[config.mk]
export PLATFORM = sky130hd
export DESIGN_NAME = ordered_insert_list_queue
export DESIGN_NICKNAME = d
export VERILOG_FILES = /design/src/rtl/oilq_pkg.sv /design/src/rtl/oilq_cell.sv /design/src/rtl/ordered_insert_list_queue.sv
export SDC_FILE = /design/constraint.sdc
export NUM_CORES = 2
export LEC_CHECK = 0
export ABC_AREA = 1
export BUFFER_PORTS_ARGS = -buffer_cell sky130_fd_sc_hd__buf_2
export CAP_MARGIN = 20
export CORE_ASPECT_RATIO = 0.8
export CORE_MARGIN = 8
export CORE_UTILIZATION = 30
export DETAILED_ROUTE_END_ITERATION = 10
export GPL_TIMING_DRIVEN = 0
export HOLD_SLACK_MARGIN = 0.03
export PLACE_DENSITY = 0.44
export SLEW_MARGIN = 20
export SYNTH_ARGS = -nofsm -noshare
export SYNTH_HDL_FRONTEND = slang
export SYNTH_SLANG_ARGS = --single-unit
export TNS_END_PERCENT = 100
[constraint.sdc]
create_clock -name clk -period 5.63 [get_ports clk]
set_clock_uncertainty 0.2 [all_clocks]
set_input_delay 0.563 -clock clk [delete_from_list [all_inputs] [get_ports clk]]
set_output_delay 0.563 -clock clk [all_outputs]
set_load 0.005 [all_outputs]
[src/rtl/oilq_pkg.sv]
// Shared types and constants for the ordered insert list queue.
package oilq_pkg;

	localparam int WORD_W    = 32;
	localparam int DEPTH_DEF = 16;
	localparam int COUNT_W   = 5;

	typedef enum logic [1:0] {
		ACT_PUSH_FRONT = 2'd0,
		ACT_INSERT     = 2'd1,
		ACT_REMOVE     = 2'd2,
		ACT_CLEAR      = 2'd3
	} action_t;

	typedef enum logic [1:0] {
		ST_OK         = 2'd0,
		ST_EMPTY_RM   = 2'd1,
		ST_FULL_DROP  = 2'd2,
		ST_RSVD       = 2'd3
	} status_t;

	typedef logic signed [WORD_W-1:0] word_t;

	// Operation broadcast to every cell for one beat.
	typedef struct packed {
		logic  do_ins;
		logic  front;
		logic  do_rem;
		logic  do_clr;
		word_t value;
	} cell_op_t;

endpackage

[src/rtl/oilq_cell.sv]
// One storage cell of the ordered list chain.
module oilq_cell #(
	parameter bit HEAD = 1'b0
) (
	input  logic              clk,
	input  logic              arst_n,
	input  oilq_pkg::cell_op_t op,
	input  oilq_pkg::word_t   left_value,
	input  logic              left_valid,
	input  oilq_pkg::word_t   right_value,
	input  logic              right_valid,
	input  logic              found_in,
	output logic              found_out,
	output oilq_pkg::word_t   value_q,
	output logic              valid_q
);
	import oilq_pkg::*;

	logic hit;

	// hit: the new word lands in this cell
	always_comb begin
		if (HEAD) begin
			hit = op.front | ~valid_q | (op.value < value_q);
		end else begin
			hit = ~found_in & ~(valid_q & (value_q < op.value));
		end
	end

	assign found_out = found_in | hit;

	always_ff @(posedge clk or negedge arst_n) begin
		if (!arst_n) begin
			valid_q <= 1'b0;
		end else if (op.do_clr) begin
			valid_q <= 1'b0;
		end else if (op.do_rem) begin
			valid_q <= right_valid;
		end else if (op.do_ins) begin
			if (hit) begin
				valid_q <= 1'b1;
			end else if (found_in) begin
				valid_q <= left_valid;
			end
		end
	end

	always_ff @(posedge clk) begin
		if (op.do_rem) begin
			value_q <= right_value;
		end else if (op.do_ins) begin
			if (hit) begin
				value_q <= op.value;
			end else if (found_in) begin
				value_q <= left_value;
			end
		end
	end

endmodule

[src/rtl/ordered_insert_list_queue.sv]
// Top level of the ordered insert list queue: cell chain, count and result register.
//
// Bounded ordered list of signed words kept in a row of DEPTH cells, head in cell 0.
// Command channel: an item is taken when start is high and busy is low. busy is
// held low, so a new item may be offered every cycle.
// Actions: push front, ordered insert, remove first, clear all.
// Every cell compares its word with the incoming one at once; a found flag ripples
// along the row so that exactly one cell takes the new word, cells beyond it take
// their left neighbour and cells before it hold. Remove shifts every cell left.
// Result channel: done pulses for one cycle, the cycle after the beat is taken,
// carrying head_value, entry_count, is_empty and status. Throughput is one item
// per cycle; the length of the found ripple through the row sets the clock
// period for large DEPTH.
// The receiver cannot stall, so each result is shown for exactly one cycle.
// Reset clears all valid bits and the count: the list starts empty, no result
// pending. Words in cells carry no reset; invalid cells are never reported.
// Insert into a full list is dropped (status 2); remove on empty flags status 1.
module ordered_insert_list_queue #(
	parameter int DEPTH = oilq_pkg::DEPTH_DEF
) (
	input  logic                        clk,
	input  logic                        arst_n,
	input  logic                        start,
	output logic                        busy,
	input  logic [1:0]                  action,
	input  logic signed [oilq_pkg::WORD_W-1:0] value,
	output logic                        done,
	output logic signed [oilq_pkg::WORD_W-1:0] head_value,
	output logic [oilq_pkg::COUNT_W-1:0] entry_count,
	output logic                        is_empty,
	output logic [1:0]                  status
);
	import oilq_pkg::*;

	localparam int CNT_W = $clog2(DEPTH + 1);

	logic [CNT_W-1:0] count_q;
	logic             done_q;
	status_t          status_q;

	action_t  act;
	cell_op_t op;
	logic     full, empty, take;
	status_t  status_d;

	word_t cell_value [DEPTH];
	logic  cell_valid [DEPTH];
	logic  found      [DEPTH+1];

	assign busy  = 1'b0;
	assign take  = start & ~busy;
	assign act   = action_t'(action);
	assign full  = (count_q == CNT_W'(DEPTH));
	assign empty = (count_q == '0);

	// decode the beat into the operation every cell sees
	always_comb begin
		op.value  = value;
		op.front  = 1'b0;
		op.do_ins = 1'b0;
		op.do_rem = 1'b0;
		op.do_clr = 1'b0;
		status_d  = ST_OK;
		unique case (act)
			ACT_PUSH_FRONT: begin
				op.front = 1'b1;
				if (full) begin
					status_d = ST_FULL_DROP;
				end else begin
					op.do_ins = take;
				end
			end
			ACT_INSERT: begin
				if (full) begin
					status_d = ST_FULL_DROP;
				end else begin
					op.do_ins = take;
				end
			end
			ACT_REMOVE: begin
				if (empty) begin
					status_d = ST_EMPTY_RM;
				end else begin
					op.do_rem = take;
				end
			end
			ACT_CLEAR: begin
				op.do_clr = take;
			end
			default: begin
				op.do_clr = 1'b0;
			end
		endcase
	end

	assign found[0] = 1'b0;

	for (genvar i = 0; i < DEPTH; i++) begin : g_cell
		word_t lv, rv;
		logic  lvld, rvld;

		if (i == 0) begin : g_left_end
			assign lv   = '0;
			assign lvld = 1'b0;
		end else begin : g_left
			assign lv   = cell_value[i-1];
			assign lvld = cell_valid[i-1];
		end

		if (i == DEPTH - 1) begin : g_right_end
			assign rv   = '0;
			assign rvld = 1'b0;
		end else begin : g_right
			assign rv   = cell_value[i+1];
			assign rvld = cell_valid[i+1];
		end

		oilq_cell #(
			.HEAD (i == 0)
		) u_cell (
			.clk         (clk),
			.arst_n      (arst_n),
			.op          (op),
			.left_value  (lv),
			.left_valid  (lvld),
			.right_value (rv),
			.right_valid (rvld),
			.found_in    (found[i]),
			.found_out   (found[i+1]),
			.value_q     (cell_value[i]),
			.valid_q     (cell_valid[i])
		);
	end

	// entry count and result strobe
	always_ff @(posedge clk or negedge arst_n) begin
		if (!arst_n) begin
			count_q  <= '0;
			done_q   <= 1'b0;
			status_q <= ST_OK;
		end else begin
			done_q <= take;
			if (take) begin
				status_q <= status_d;
			end
			priority if (op.do_clr) begin
				count_q <= '0;
			end else if (op.do_rem) begin
				count_q <= count_q - CNT_W'(1);
			end else if (op.do_ins) begin
				count_q <= count_q + CNT_W'(1);
			end
		end
	end

	// result reflects the state left by the beat of the previous cycle
	assign done        = done_q;
	assign head_value  = cell_valid[0] ? cell_value[0] : '0;
	assign entry_count = COUNT_W'(count_q);
	assign is_empty    = empty;
	assign status      = status_q;

endmodule
==> results.json <==
{
  "cp_num_buf_inv": 3,
  "cts_tree": "yes",
  "criticalPathCategory": "input port to flip-flop",
  "synthCells": 4671,
  "antenna_found_initial": 4,
  "fin_crit_ps": 5240,
  "highest_layer": "met5",
  "status": "completed",
  "cp-start-kind": "input port",
  "finalPower_mw": 15.6,
  "timing.final.ws_setup_ps": 387,
  "maxCapViolCount": 0,
  "worstPathCellList": "buf_2 > inv_1 > ha_1 > nand2_1 > nor2_1 > nand2_1 > nor4_1 > nand2_1 > nand3_1 > nand2_1 > nor2_2 > nand3_1 > nor2_2 > nand4_2 > nor2_2 > nand4_2 > nor2_1 > nand4_1 > nand2_2 > nand2_2 > buf_12",
  "dr_wl_met3_mm": 8.47,
  "via_per_inst": 5.18,
  "rows": 117,
  "drtIter0Drc": 2794,
  "grt_pass1_vias": 32600,
  "die_w_um": 417,
  "syn_to_final_growth_pct": 14.2,
  "worstMarginPinSlew_ps": 1150,
  "ctsRootBufferMaster": "clkbuf_16",
  "wl_met1_mm": 78.3,
  "ys_seq_elements": 536,
  "hold_viol": 0,
  "cp_top_family": "simple AND/OR/NAND/NOR gates",
  "final_cell_area_um2": 44100,
  "final_antenna_net_count": 0,
  "insertion_delay_ps": 650,
  "ys.flop_type": "edfxtp_1",
  "portBuffers": 76,
  "wl_per_cell_um": 22.2,
  "first_pass_iters": 5,
  "cp_max_fo": 24,
  "wl_mm": 146,
  "clock-sinks": 536,
  "grt_max_degree": 35,
  "hold_class": "input port to flip-flop",
  "fillCellCount": 13600,
  "syn-num-nets": 5208,
  "p_per_area_nw_per_um2": 353,
  "yosysUniqueCellTypes": 53,
  "io_pins": 79,
  "nets": 5419,
  "yosysSeqAreaShare": 0.406,
  "die-area_um2": 140000,
  "synth_area_um2": 38600,
  "dp_hpwl_mm": 120,
  "crit_path_top_delay_cell": "ha_1",
  "grt_use_total": 0.201,
  "synth-edff-count": 480,
  "wl_met2_mm": 57.0,
  "die_h_um": 337,
  "avgSynthCellArea_um2": 8.26,
  "setup_violations": 0,
  "numCtsBuffers": 67,
  "end_kind": "flip-flop",
  "arrival_ps": 5420,
  "htreeDepth": 3,
  "overflow": 0,
  "coreArea_um2": 127000,
  "worst_ep_required_time_ps": 5810,
  "pre_cts_ws_ps": -702,
  "maxSlewViolCount": 0,
  "drc": 0,
  "async_reset_ff_frac": 0.0448,
  "slowest_delay_ps": 490,
  "clkTransAtPathRegs_ps": 60,
  "grt_pass1_wl_mm": 215,
  "gp_congestion": 0.856,
  "cts_buffer_depth": 3,
  "vdd_drop_max_uv": 175,
  "max_clock_freq_mhz": 191,
  "drive_gt1_frac": 0.0631,
  "vias": 34200,
  "relSlewSlack": 0.234,
  "p_leak_nw": 19.1,
  "ys.warnings.count": 0,
  "post_dp_cell_area_um2": 41600,
  "fin_crit_sh": 0.931,
  "initial_core_util": 0.303,
  "rsz0062_at_grt": "false",
  "cpMostUsedCell": "nand2_1"
}
-- cell usage in the layout, fill, tap and decap left out, drive strengths merged, types with 3 or more instances in the layout --
cell type	count
o21ai	1001
nand2	689
a21oi	622
inv	600
ha	499
edfxtp	480
clkbuf	302
nor2	199
buf	192
o211ai	53
nand3	53
nand4	41
dfxtp	32
nor3	32
dfrtp	24
o21a	15
clkinv	14
a211oi	11
o31ai	9
o221ai	9
clkinvlp	8
nor4	8
a31oi	6
diode	5
a21o	5
a21boi	4
nand3b	3
a22o	3
dlygate4sd3	3
-- cell families (layout without fill, tap and decap cells) --
logic type | after synthesis | in the layout | synth area share
multiplexers | 1 | 1 | 0.000259
AND/OR/NAND/NOR | 1026 | 1026 | 0.109
adder cells (fa/ha/maj) | 500 | 500 | 0.162
XOR/XNOR | 3 | 3 | 0.000681
AO/OA/AOI/OAI | 1746 | 1746 | 0.235
buffers and inverters | 858 | 1119 | 0.0867
flip-flops | 536 | 536 | 0.406
other | 1 | 6 | 0.0000972
-- what timing repair did --
action,4_1_cts,5_1_grt
gates cloned,0,0
setup endpoints to repair,5,130
pin swaps,0,1
resized for setup,2,8
endpoints found under the hold margin,26,0
buffers inserted,0,45
hold buffers,3,0
-- registers in the layout, indices dropped and copies added (netlist names) --
| name | flops |
|---|---|
| done | 1 |
| g_cell.u_cell.value_q | 512 |
| status | 2 |
| g_cell.u_cell.valid_q | 16 |
| entry_count | 5 |
-- cell usage after synthesis (all sizes together) (3+ instances only) --
cell / number / share of area
a21boi: 4 / 0.00078
a211oi: 11 / 0.0021
buf: 53 / 0.0083
nand3b: 3 / 0.00058
nand4: 41 / 0.0077
a21o: 5 / 0.00097
o31ai: 9 / 0.0018
o211ai: 53 / 0.010
inv: 606 / 0.059
nand3: 53 / 0.0071
nor4: 8 / 0.0013
nor2: 199 / 0.020
dfrtp: 24 / 0.016
nand2: 689 / 0.068
ha: 499 / 0.16
edfxtp: 480 / 0.37
o21ai: 1001 / 0.13
clkbuf: 197 / 0.019
a22o: 3 / 0.00068
dfxtp: 32 / 0.017
o21a: 15 / 0.0029
a21oi: 622 / 0.081
nor3: 32 / 0.0044
a31oi: 6 / 0.00097
o221ai: 9 / 0.0020
-- per-layer routing --
layer  vias up  global-route usage
met5         -                   0
met4         4              0.0357
met3       139              0.0344
met2       809               0.279
met1     16500               0.323
li1      16800                   -
-- area by class of cell --
cell class	count	area, um^2	area share
Multi-Input combinational cell	3277	19700	0.448
Sequential cell	536	15700	0.355
Inverter	608	2310	0.0525
Tap cell	1666	2080	0.0473
Clock buffer	105	1970	0.0448
Timing Repair Buffer	142	1150	0.0262
Buffer	250	1060	0.0242
Clock inverter	14	68.8	0.00156
Antenna cell	5	12.5	0.000284
-- where the power goes --
part	leakage [nW]	switching, mW	internal (mW)
registers	5.14	0.529	5.52
clock network	0.997	1.87	2.41
logic	13.0	3.45	1.80
total	19.1	5.85	9.73
-- worst register-to-register path, cell delays in order (launching register included) --
cell and delay, ps:
dfrtp_1 320, clkbuf_1 480, inv_1 350, a21oi_1 780, a21boi_0 290, nand3_1 170, nor2_2 260, nand4_2 180
nor2_2 330, nand4_2 240, nor2_1 280, nand4_1 160, nand2_2 280, nand2_2 290, buf_12 280
-- stage by stage --
| stage | hold WS (ps) | TNS, ps | util | std cells |
|---|---|---|---|---|
| after global placement | 275 | -761720 | 0.322 | 6413 |
| after CTS | 63.0 | 0 | 0.343 | 6552 |
| after detailed placement | 274 | -79430 | 0.326 | 6430 |
| final | 112 | 0 | 0.346 | 6603 |
| after floorplan | 67.4 | 0 | - | 4671 |
| after global routing | 100 | 0 | 0.346 | 6598 |
-- path summary, 6_finish.rpt --
kind / slack [ps] / start / cells after the start / endpoint
max: 390 / value[25] / 21 / g_cell[14].u_cell.value_q[7]
min: 110 / action[0] / 3 / status[0]
max reg2reg: 440 / g_cell[0].u_cell.valid_q / 14 / g_cell[14].u_cell.value_q[7]
min in group asynchronous: 320 / arst_n / 2 / status[1]
max in group asynchronous: 4400 / arst_n / 2 / g_cell[14].u_cell.valid_q
min reg2reg: 290 / status[1] / 2 / status[1]
Power figures use the tool's default switching activity.
